## config.mk

```make
export PLATFORM = sky130hd
export DESIGN_NAME = fifo_tiebreak_priority_queue
export DESIGN_NICKNAME = d
export VERILOG_FILES = /design/src/rtl/ftpq_pkg.sv /design/src/rtl/ftpq_ctrl.sv /design/src/rtl/ftpq_dp.sv /design/src/rtl/fifo_tiebreak_priority_queue.sv
export VERILOG_INCLUDE_DIRS = /design/src /design/src/rtl
export SDC_FILE = /design/constraint.sdc
export NUM_CORES = 2
export LEC_CHECK = 0
export ABC_AREA = 1
export BUFFER_PORTS_ARGS = -buffer_cell sky130_fd_sc_hd__buf_4
export CAP_MARGIN = 25
export CORE_ASPECT_RATIO = 0.5
export CORE_MARGIN = 2
export CORE_UTILIZATION = 34
export CTS_CLUSTER_DIAMETER = 100
export DETAILED_ROUTE_END_ITERATION = 7
export GPL_ROUTABILITY_DRIVEN = 1
export GPL_TIMING_DRIVEN = 0
export PLACE_DENSITY_LB_ADDON = 0.25
export SKIP_CTS_REPAIR_TIMING = 1
export SLEW_MARGIN = 15
export SYNTH_ARGS = -nofsm -noshare
export SYNTH_HDL_FRONTEND = slang
export SYNTH_HIERARCHICAL = 1
export SYNTH_SLANG_ARGS = --single-unit
```

## constraint.sdc

```tcl
create_clock -name aclk -period 29.5 [get_ports aclk]
set_input_delay 5.9 -clock aclk [delete_from_list [all_inputs] [get_ports aclk]]
set_output_delay 5.9 -clock aclk [all_outputs]
set_load 0.02 [all_outputs]
```

## src/rtl/fifo_tiebreak_priority_queue_macros.svh

```systemverilog
// ----------------------------------------------------------------------------
// fifo_tiebreak_priority_queue_macros
// assertion macros shared by the priority queue rtl
// ----------------------------------------------------------------------------
`ifndef FIFO_TIEBREAK_PRIORITY_QUEUE_MACROS_SVH
`define FIFO_TIEBREAK_PRIORITY_QUEUE_MACROS_SVH

// same-cycle implication, checked out of reset
`define FTPQ_ASSERT_IMP(lbl, clk, rstn, ante, cons, msg) \
    lbl: assert property (@(posedge clk) disable iff (!(rstn)) (ante) |-> (cons)) \
        else $error(msg);

// next-cycle implication, checked out of reset
`define FTPQ_ASSERT_NXT(lbl, clk, rstn, ante, cons, msg) \
    lbl: assert property (@(posedge clk) disable iff (!(rstn)) (ante) |=> (cons)) \
        else $error(msg);

`endif

```

## src/rtl/ftpq_pkg.sv

```systemverilog
// ----------------------------------------------------------------------------
// ftpq_pkg
// shared types and constants of the priority queue
// ----------------------------------------------------------------------------
package ftpq_pkg;

    localparam int IN_TAG_W    = 16;
    localparam int IN_PRI_W    = 32;
    localparam int MODE_W      = 2;
    localparam int OUT_TAG_W   = 16;
    localparam int STATUS_W    = 2;
    localparam int OUT_CNT_W   = 5;
    localparam int ORDER_W     = 32;
    localparam int S_TDATA_W   = 48;
    localparam int M_TDATA_W   = 24;

    typedef enum logic [MODE_W-1:0] {
        MODE_INSERT  = 2'd0,
        MODE_EXTRACT = 2'd1,
        MODE_PEEK    = 2'd2,
        MODE_MODIFY  = 2'd3
    } mode_t;

    typedef enum logic [STATUS_W-1:0] {
        STAT_OK        = 2'd0,
        STAT_EMPTY     = 2'd1,
        STAT_NOT_FOUND = 2'd2,
        STAT_FULL      = 2'd3
    } status_t;

    typedef struct packed {
        logic clear;
        logic start;
        logic scan;
        logic commit;
    } ftpq_cmd_t;

    typedef struct packed {
        logic addr_last;
        logic out_free;
    } ftpq_sts_t;

endpackage

```

## src/rtl/ftpq_ctrl.sv

```systemverilog
// ----------------------------------------------------------------------------
// ftpq_ctrl
// sequencer: clearing pass, request load, table scan and commit
// ----------------------------------------------------------------------------
`include "fifo_tiebreak_priority_queue_macros.svh"

module ftpq_ctrl (
    input  logic               aclk,
    input  logic               aresetn,
    input  logic               s_tvalid,
    output logic               s_tready,
    input  ftpq_pkg::ftpq_sts_t sts,
    output ftpq_pkg::ftpq_cmd_t cmd
);
    import ftpq_pkg::*;

    typedef enum logic [2:0] {
        ST_CLEAR,
        ST_IDLE,
        ST_SCAN,
        ST_DRAIN,
        ST_COMMIT
    } state_t;

    state_t state_reg, state_next;
    logic   ready_reg, ready_next;

    always_comb begin
        state_next = state_reg;
        ready_next = ready_reg;
        cmd        = '0;
        case (state_reg)
            ST_CLEAR: begin
                cmd.clear = 1'b1;
                if (sts.addr_last) begin
                    state_next = ST_IDLE;
                    ready_next = 1'b1;
                end
            end
            ST_IDLE: begin
                if (s_tvalid && ready_reg) begin
                    cmd.start  = 1'b1;
                    state_next = ST_SCAN;
                    ready_next = 1'b0;
                end
            end
            ST_SCAN: begin
                cmd.scan = 1'b1;
                if (sts.addr_last) begin
                    state_next = ST_DRAIN;
                end
            end
            ST_DRAIN: begin
                state_next = ST_COMMIT;
            end
            ST_COMMIT: begin
                if (sts.out_free) begin
                    cmd.commit = 1'b1;
                    state_next = ST_IDLE;
                    ready_next = 1'b1;
                end
            end
            default: begin
                state_next = ST_CLEAR;
                ready_next = 1'b0;
            end
        endcase
    end

    always_ff @(posedge aclk) begin
        if (!aresetn) begin
            state_reg <= ST_CLEAR;
            ready_reg <= 1'b0;
        end else begin
            state_reg <= state_next;
            ready_reg <= ready_next;
        end
    end

    assign s_tready = ready_reg;

    `FTPQ_ASSERT_IMP(a_commit_free, aclk, aresetn, cmd.commit, sts.out_free, "commit blocked")
    `FTPQ_ASSERT_NXT(a_start_scan, aclk, aresetn, cmd.start, cmd.scan, "scan not started")
    `FTPQ_ASSERT_NXT(a_scan_drain, aclk, aresetn, cmd.scan && sts.addr_last,
                     state_reg == ST_DRAIN, "scan end missed")
    `FTPQ_ASSERT_IMP(a_ready_idle, aclk, aresetn, cmd.scan || cmd.clear, !s_tready,
                     "ready while busy")

endmodule

```

## src/rtl/ftpq_dp.sv

```systemverilog
// ----------------------------------------------------------------------------
// ftpq_dp
// entry memory, scan compare, commit update and result register
// ----------------------------------------------------------------------------
`include "fifo_tiebreak_priority_queue_macros.svh"

module ftpq_dp #(
    parameter int CAPACITY      = 16,
    parameter int TAG_BITS      = 16,
    parameter int PRIORITY_BITS = 32
) (
    input  logic                                aclk,
    input  logic                                aresetn,
    input  ftpq_pkg::ftpq_cmd_t                 cmd,
    output ftpq_pkg::ftpq_sts_t                 sts,
    input  logic [ftpq_pkg::S_TDATA_W-1:0]      s_tdata,
    input  logic [ftpq_pkg::MODE_W-1:0]         s_tuser,
    output logic                                m_tvalid,
    input  logic                                m_tready,
    output logic [ftpq_pkg::M_TDATA_W-1:0]      m_tdata,
    output logic [ftpq_pkg::STATUS_W-1:0]       m_tuser
);
    import ftpq_pkg::*;

    localparam int AW    = $clog2(CAPACITY);
    localparam int CNT_W = $clog2(CAPACITY + 1);
    localparam int EW    = 1 + TAG_BITS + PRIORITY_BITS + ORDER_W;
    localparam int O_LO  = 0;
    localparam int P_LO  = ORDER_W;
    localparam int T_LO  = ORDER_W + PRIORITY_BITS;
    localparam int V_BIT = EW - 1;

    logic [EW-1:0]            mem [CAPACITY];
    logic [EW-1:0]            rd_reg;
    logic [AW-1:0]            addr_reg;
    logic                     ev_vld_reg;
    logic [AW-1:0]            ev_idx_reg;

    mode_t                    req_mode_reg;
    logic [TAG_BITS-1:0]      req_tag_reg;
    logic [PRIORITY_BITS-1:0] req_pri_reg;

    logic                     best_found_reg;
    logic [AW-1:0]            best_idx_reg;
    logic [TAG_BITS-1:0]      best_tag_reg;
    logic [PRIORITY_BITS-1:0] best_pri_reg;
    logic [ORDER_W-1:0]       best_order_reg;
    logic [ORDER_W-1:0]       best_age_reg;

    logic [CNT_W-1:0]         count_reg, count_next;
    logic [ORDER_W-1:0]       counter_reg, counter_next;

    logic                     m_valid_reg;
    logic [OUT_TAG_W-1:0]     m_tag_reg;
    status_t                  m_status_reg;
    logic [OUT_CNT_W-1:0]     m_count_reg;

    // scan compare
    logic                     rd_valid;
    logic [TAG_BITS-1:0]      rd_tag;
    logic [PRIORITY_BITS-1:0] rd_pri;
    logic [ORDER_W-1:0]       rd_order;
    logic [ORDER_W-1:0]       rd_age;
    logic                     cand;

    // commit
    logic                     cm_we;
    logic [EW-1:0]            cm_wdata;
    status_t                  cm_status;
    logic [OUT_TAG_W-1:0]     cm_tag;
    logic                     we;
    logic [AW-1:0]            waddr;
    logic [EW-1:0]            wdata;

    assign rd_valid = rd_reg[V_BIT];
    assign rd_tag   = rd_reg[T_LO +: TAG_BITS];
    assign rd_pri   = rd_reg[P_LO +: PRIORITY_BITS];
    assign rd_order = rd_reg[O_LO +: ORDER_W];
    assign rd_age   = counter_reg - rd_order;

    always_comb begin
        cand = 1'b0;
        case (req_mode_reg)
            MODE_INSERT: cand = !rd_valid && !best_found_reg;
            MODE_EXTRACT, MODE_PEEK: begin
                cand = rd_valid && (!best_found_reg
                       || ($signed(rd_pri) > $signed(best_pri_reg))
                       || ((rd_pri == best_pri_reg) && (rd_age > best_age_reg)));
            end
            MODE_MODIFY: begin
                cand = rd_valid && (rd_tag == req_tag_reg)
                       && (!best_found_reg || (rd_age > best_age_reg));
            end
            default: cand = 1'b0;
        endcase
    end

    always_comb begin
        cm_we        = 1'b0;
        cm_wdata     = {1'b0, best_tag_reg, best_pri_reg, best_order_reg};
        cm_status    = STAT_OK;
        cm_tag       = '0;
        count_next   = count_reg;
        counter_next = counter_reg;
        case (req_mode_reg)
            MODE_INSERT: begin
                if (best_found_reg) begin
                    cm_we        = 1'b1;
                    cm_wdata     = {1'b1, req_tag_reg, req_pri_reg, counter_reg};
                    count_next   = count_reg + 1'b1;
                    counter_next = counter_reg + 1'b1;
                end else begin
                    cm_status = STAT_FULL;
                end
            end
            MODE_EXTRACT, MODE_PEEK: begin
                if (best_found_reg) begin
                    cm_tag = OUT_TAG_W'(best_tag_reg);
                    if (req_mode_reg == MODE_EXTRACT) begin
                        cm_we      = 1'b1;
                        count_next = count_reg - 1'b1;
                    end
                end else begin
                    cm_status = STAT_EMPTY;
                end
            end
            MODE_MODIFY: begin
                if (best_found_reg) begin
                    cm_we    = 1'b1;
                    cm_wdata = {1'b1, best_tag_reg, req_pri_reg, best_order_reg};
                end else begin
                    cm_status = STAT_NOT_FOUND;
                end
            end
            default: cm_status = STAT_OK;
        endcase
    end

    assign we    = cmd.clear || (cmd.commit && cm_we);
    assign waddr = cmd.clear ? addr_reg : best_idx_reg;
    assign wdata = cmd.clear ? '0 : cm_wdata;

    always_ff @(posedge aclk) begin
        if (we) begin
            mem[waddr] <= wdata;
        end
        if (cmd.scan) begin
            rd_reg <= mem[addr_reg];
        end
    end

    always_ff @(posedge aclk) begin
        if (!aresetn) begin
            addr_reg    <= '0;
            ev_vld_reg  <= 1'b0;
            count_reg   <= '0;
            counter_reg <= '0;
            m_valid_reg <= 1'b0;
        end else begin
            ev_vld_reg <= cmd.scan;
            if (cmd.start) begin
                addr_reg <= '0;
            end else if (cmd.clear || cmd.scan) begin
                addr_reg <= sts.addr_last ? '0 : addr_reg + 1'b1;
            end
            if (cmd.commit) begin
                count_reg   <= count_next;
                counter_reg <= counter_next;
                m_valid_reg <= 1'b1;
            end else if (m_tready) begin
                m_valid_reg <= 1'b0;
            end
        end
    end

    always_ff @(posedge aclk) begin
        ev_idx_reg <= addr_reg;
        if (cmd.start) begin
            req_mode_reg   <= mode_t'(s_tuser);
            req_tag_reg    <= TAG_BITS'(s_tdata[IN_TAG_W-1:0]);
            req_pri_reg    <= PRIORITY_BITS'(s_tdata[IN_TAG_W +: IN_PRI_W]);
            best_found_reg <= 1'b0;
        end else if (ev_vld_reg && cand) begin
            best_found_reg <= 1'b1;
            best_idx_reg   <= ev_idx_reg;
            best_tag_reg   <= rd_tag;
            best_pri_reg   <= rd_pri;
            best_order_reg <= rd_order;
            best_age_reg   <= rd_age;
        end
        if (cmd.commit) begin
            m_tag_reg    <= cm_tag;
            m_status_reg <= cm_status;
            m_count_reg  <= OUT_CNT_W'(count_next);
        end
    end

    assign sts.addr_last = (addr_reg == AW'(CAPACITY - 1));
    assign sts.out_free  = !m_valid_reg || m_tready;

    assign m_tvalid = m_valid_reg;
    assign m_tdata  = {{(M_TDATA_W - OUT_TAG_W - OUT_CNT_W){1'b0}}, m_count_reg, m_tag_reg};
    assign m_tuser  = m_status_reg;

    `FTPQ_ASSERT_IMP(a_count_max, aclk, aresetn, 1'b1, count_reg <= CNT_W'(CAPACITY),
                     "count overflow")
    `FTPQ_ASSERT_NXT(a_full_count, aclk, aresetn,
                     cmd.commit && (req_mode_reg == MODE_INSERT) && !best_found_reg,
                     count_reg == CNT_W'(CAPACITY), "full with free slot")
    `FTPQ_ASSERT_IMP(a_valid_src, aclk, aresetn, $rose(m_valid_reg), $past(cmd.commit),
                     "result without commit")

endmodule

```

## src/rtl/fifo_tiebreak_priority_queue.sv

```systemverilog
// ----------------------------------------------------------------------------
// fifo_tiebreak_priority_queue
// bounded max-priority queue over an unsorted entry table, ties to oldest
// ----------------------------------------------------------------------------
//  channel  dir  tdata                           tuser
//  s_       in   [15:0] value_tag,               [1:0] mode
//                [47:16] priority_req
//  m_       out  [15:0] result_tag,              [1:0] status
//                [20:16] count
//
//  from accept to result valid each word runs a scan that reads the entry
//  memory once per slot, a drain for the last compare and a commit; no new
//  word is taken until the previous one has committed
//  after reset a clearing pass over every slot runs with s_tready low
//  a new word is taken while the previous result waits; its commit stalls
//  until that result is taken
// ----------------------------------------------------------------------------
module fifo_tiebreak_priority_queue #(
    parameter int CAPACITY      = 16,
    parameter int TAG_BITS      = 16,
    parameter int PRIORITY_BITS = 32
) (
    input  logic                           aclk,
    input  logic                           aresetn,
    input  logic                           s_tvalid,
    output logic                           s_tready,
    input  logic [ftpq_pkg::S_TDATA_W-1:0] s_tdata,   // value_tag, priority_req
    input  logic [ftpq_pkg::MODE_W-1:0]    s_tuser,   // mode
    output logic                           m_tvalid,
    input  logic                           m_tready,
    output logic [ftpq_pkg::M_TDATA_W-1:0] m_tdata,   // result_tag, count
    output logic [ftpq_pkg::STATUS_W-1:0]  m_tuser    // status
);
    import ftpq_pkg::*;

    ftpq_cmd_t cmd;
    ftpq_sts_t sts;

    ftpq_ctrl u_ctrl (
        .aclk     (aclk),
        .aresetn  (aresetn),
        .s_tvalid (s_tvalid),
        .s_tready (s_tready),
        .sts      (sts),
        .cmd      (cmd)
    );

    ftpq_dp #(
        .CAPACITY      (CAPACITY),
        .TAG_BITS      (TAG_BITS),
        .PRIORITY_BITS (PRIORITY_BITS)
    ) u_dp (
        .aclk     (aclk),
        .aresetn  (aresetn),
        .cmd      (cmd),
        .sts      (sts),
        .s_tdata  (s_tdata),
        .s_tuser  (s_tuser),
        .m_tvalid (m_tvalid),
        .m_tready (m_tready),
        .m_tdata  (m_tdata),
        .m_tuser  (m_tuser)
    );

endmodule
```

==> results.py <==
metrics = {
    "layout": {
        "largest_reg_flops": 1296,
        "areaGrowthSynthToFinish_pct": 17.51,
        "final_nets": 5645,
        "regArea_sq_mm": 0.04807,
        "multi_input_area_sq_mm": 0.01582,
        "finalInstanceArea_sq_mm": 0.07698,
        "n_antenna_cell": 0,
        "fillCellCount": 17666,
        "drive_above_1_share_pct": 10.74,
        "final_cells": 8142,
    },
    "worst_setup_path": {
        "worstRegToRegCells": 28,
        "rr_endpoint": "u_dp/best_age_reg[29]",
        "worstReg2RegStart": "u_dp/rd_reg[0]",
        "crit_arrival_ps": 9400,
        "crit_type": "in -> reg",
        "cp-end-kind": "flip-flop",
        "start_kind": "input pin",
        "worstPathRequired_ps": 30010,
        "critPathMaxFanout": 15,
        "rrSetupSlack_ps": 23260,
    },
    "logic_synthesis": {
        "synthArstFlopShare_pct": 0,
        "yosysSeqAreaShare_pct": 73.37,
        "postSynthAreaPerCell_sq_um": 12.84,
        "synth_area_leader_cell": "edfxtp_1",
        "synth_most_common_cell": "edfxtp_1",
        "synth.top_cells.by_count": "edfxtp_1 (1566), nor2_1 (765), o21ai_0 (683), nand2_1 (461), clkbuf_1 (251)",
        "netlist_area_sq_mm": 0.06551,
        "yosys.area.top_type_share_pct": 71.78,
        "synth_top_flop_cell": "edfxtp_1",
        "synth_cells": 5102,
        "yosys_warnings": 6,
        "synth_cell_type_count": 50,
        "synth-edff-count": 1566,
        "synth_area_leaders": "edfxtp_1 (72%), o21ai_0 (5.2%), nor2_1 (4.4%)",
        "ys_seq_elements": 1618,
    },
    "place": {
        "dpl_worst_slack_ps": 19760,
        "dpl_cell_area_sq_mm": 0.07214,
        "place_hpwl_um": 141800,
        "port_buffers": 78,
        "dp.cells": 7857,
        "place_congestion": 0.8350,
    },
    "power": {
        "leakage_nw": 25.88,
        "peakVddDrop_mv": 0.09439,
        "power_density_mw_per_mm2": 104.5,
    },
    "sta": {
        "finalHoldViolations": 0,
        "setup_tns_ps": 0,
        "setup_ws_ps": 20600,
        "setup_viol": 0,
        "rsz0062_at_grt": "false",
        "drv_slew": 0,
        "min_period_ps": 8898,
        "fin_crit_sh_pct": 30.16,
        "skew_ps": 34.12,
        "fmaxAchievable_ghz": 0.1124,
        "max_slew_margin_pct": 24.95,
        "tightest_slew_ps": 1126,
    },
    "routing": {
        "drc_errors": 0,
        "first_iter_violations": 5126,
        "drt-total-wl_um": 201500,
        "drt_pre_antenna_iters": 6,
        "vias": 44183,
        "final_antenna_net_count": 0,
        "wl_per_cell_um": 24.75,
        "vias_per_cell": 5.427,
    },
    "grt": {
        "track_usage_pct": 20.19,
        "grt_pass1_wl_um": 291700,
        "antenna_found_initial": 16,
        "grt_max_degree": 81,
        "overflow": 0,
        "grt_pass1_vias": 43252,
    },
    "floorplanning": {
        "row_count": 113,
        "die_w_um": 624.8,
        "fp.dieArea_sq_mm": 0.1964,
        "io_pins": 82,
        "core-area_sq_mm": 0.1906,
        "fp.dieH_um": 314.4,
        "start_util_pct": 34.37,
    },
    "hold_path": {
        "min_to": "u_dp/ev_idx_reg[2]",
        "hp-class": "reg -> reg",
        "hold_depth": 0,
        "hp-start": "u_dp/addr_reg[2]",
    },
    "clock_tree": {
        "cts-root-buf": "clkbuf_16",
        "clk_latency_ps": 810,
        "cts_made_buffers": 155,
        "htreeDepth": 4,
        "cts.sinks": 1618,
        "clock_path_buffers": 3,
        "cts.clk_slew.worst_paths_ps": 60,
        "cts_tree": "built",
    },
    "outcome": {
        "status": "finished, final reports clean",
    },
    "run": {
        "drv_cap": 0,
    },
}
==> how the worst max path moves through the flow <==
stage	slack, ps	end	startpoint
floorplan	16010	u_dp/best_age_reg[0]	s_tvalid
global placement	10460	u_dp/mem[8][14]	m_tready
detailed placement	19760	u_dp/mem[5][59]	m_tready
CTS	20620	u_dp/mem[5][68]	m_tready
global route	20450	u_dp/mem[6][74]	m_tready
finish	20600	u_dp/mem[6][72]	m_tready
==> metrics by stage <==
stage                     power (mW)  hold slack (ps)  util (%)
final                          8.045            374.0     40.39
after global routing           8.382            391.0     40.39
after CTS                      8.046            373.1     40.37
after detailed placement       6.134            373.9     37.85
after global placement         5.901            362.5     36.35
after floorplan                4.790            349.2         -
==> layout make-up <==
| type | count | share of cell area (%) |
|---|---|---|
| multi-input combinational | 2938 | 20.55 |
| clock buffer | 201 | 5.425 |
| clock inverter | 80 | 0.8013 |
| sequential | 1618 | 62.44 |
| timing repair buffer | 227 | 3.935 |
| buffer | 304 | 1.542 |
| inverter | 244 | 1.201 |
| tap | 2530 | 4.112 |
==> cells in the final DEF (no fill, tap or decap), types with 27 or more instances in the layout <==
| master | netlist | layout |
|---|---|---|
| inv_1 | 219 | 218 |
| clkbuf_1 | 251 | 280 |
| o211ai_1 | 27 | 27 |
| nand2_1 | 461 | 461 |
| o221ai_1 | 138 | 138 |
| o21ai_0 | 683 | 683 |
| clkbuf_16 | 0 | 159 |
| ha_1 | 102 | 102 |
| nand3_1 | 168 | 168 |
| dfxtp_1 | 52 | 52 |
| a221oi_2 | 0 | 31 |
| buf_1 | 31 | 31 |
| clkinv_1 | 1 | 38 |
| a21oi_2 | 0 | 29 |
| buf_4 | 3 | 127 |
| o22ai_1 | 224 | 224 |
| nor2_1 | 765 | 747 |
| a21oi_1 | 144 | 115 |
| edfxtp_1 | 1566 | 1566 |
| buf_16 | 0 | 39 |
| xor2_1 | 30 | 30 |
| buf_12 | 0 | 39 |
==> worst max-delay path, cell delays in order <==
cell and delay (ps):
buf_4 80, inv_1 30, nand2_1 290, inv_1 150, nor3_2 470, buf_4 300
buf_4 210, o21ai_0 110, nand2_1 150, nand3_1 330, nor2_4 700, buf_16 250
buf_16 190, buf_16 180
==> cells by family (layout without fill, tap and decap cells) <==
kind of cell,count (synthesis),in the layout,synth area share [%]
simple gates,1487,1487,9.282
other cells,1,3,0.005724
xor+xnor,45,45,0.6016
flops,1618,1618,73.37
fa+ha+maj,103,103,1.979
compound gates,1300,1300,11.57
buf+inv,548,1056,3.195
==> power by group <==
part | switching [mW] | internal [mW] | leakage, nW | total (mW)
clock | 0.873 | 1.05 | 2.32 | 1.92
combinational | 2.01 | 0.708 | 8.65 | 2.71
sequential | 0.112 | 3.30 | 14.9 | 3.41
==> layer usage <==
layer  global-route usage [%]  up-vias  wire (um)
met5                        0        -         37
met4                    6.951        6       6113
li1                         -    19634          -
met1                    27.93    22197      86670
met3                    3.862      308      17570
met2                    31.95     2038      91130
Power figures use the tool's default switching activity.
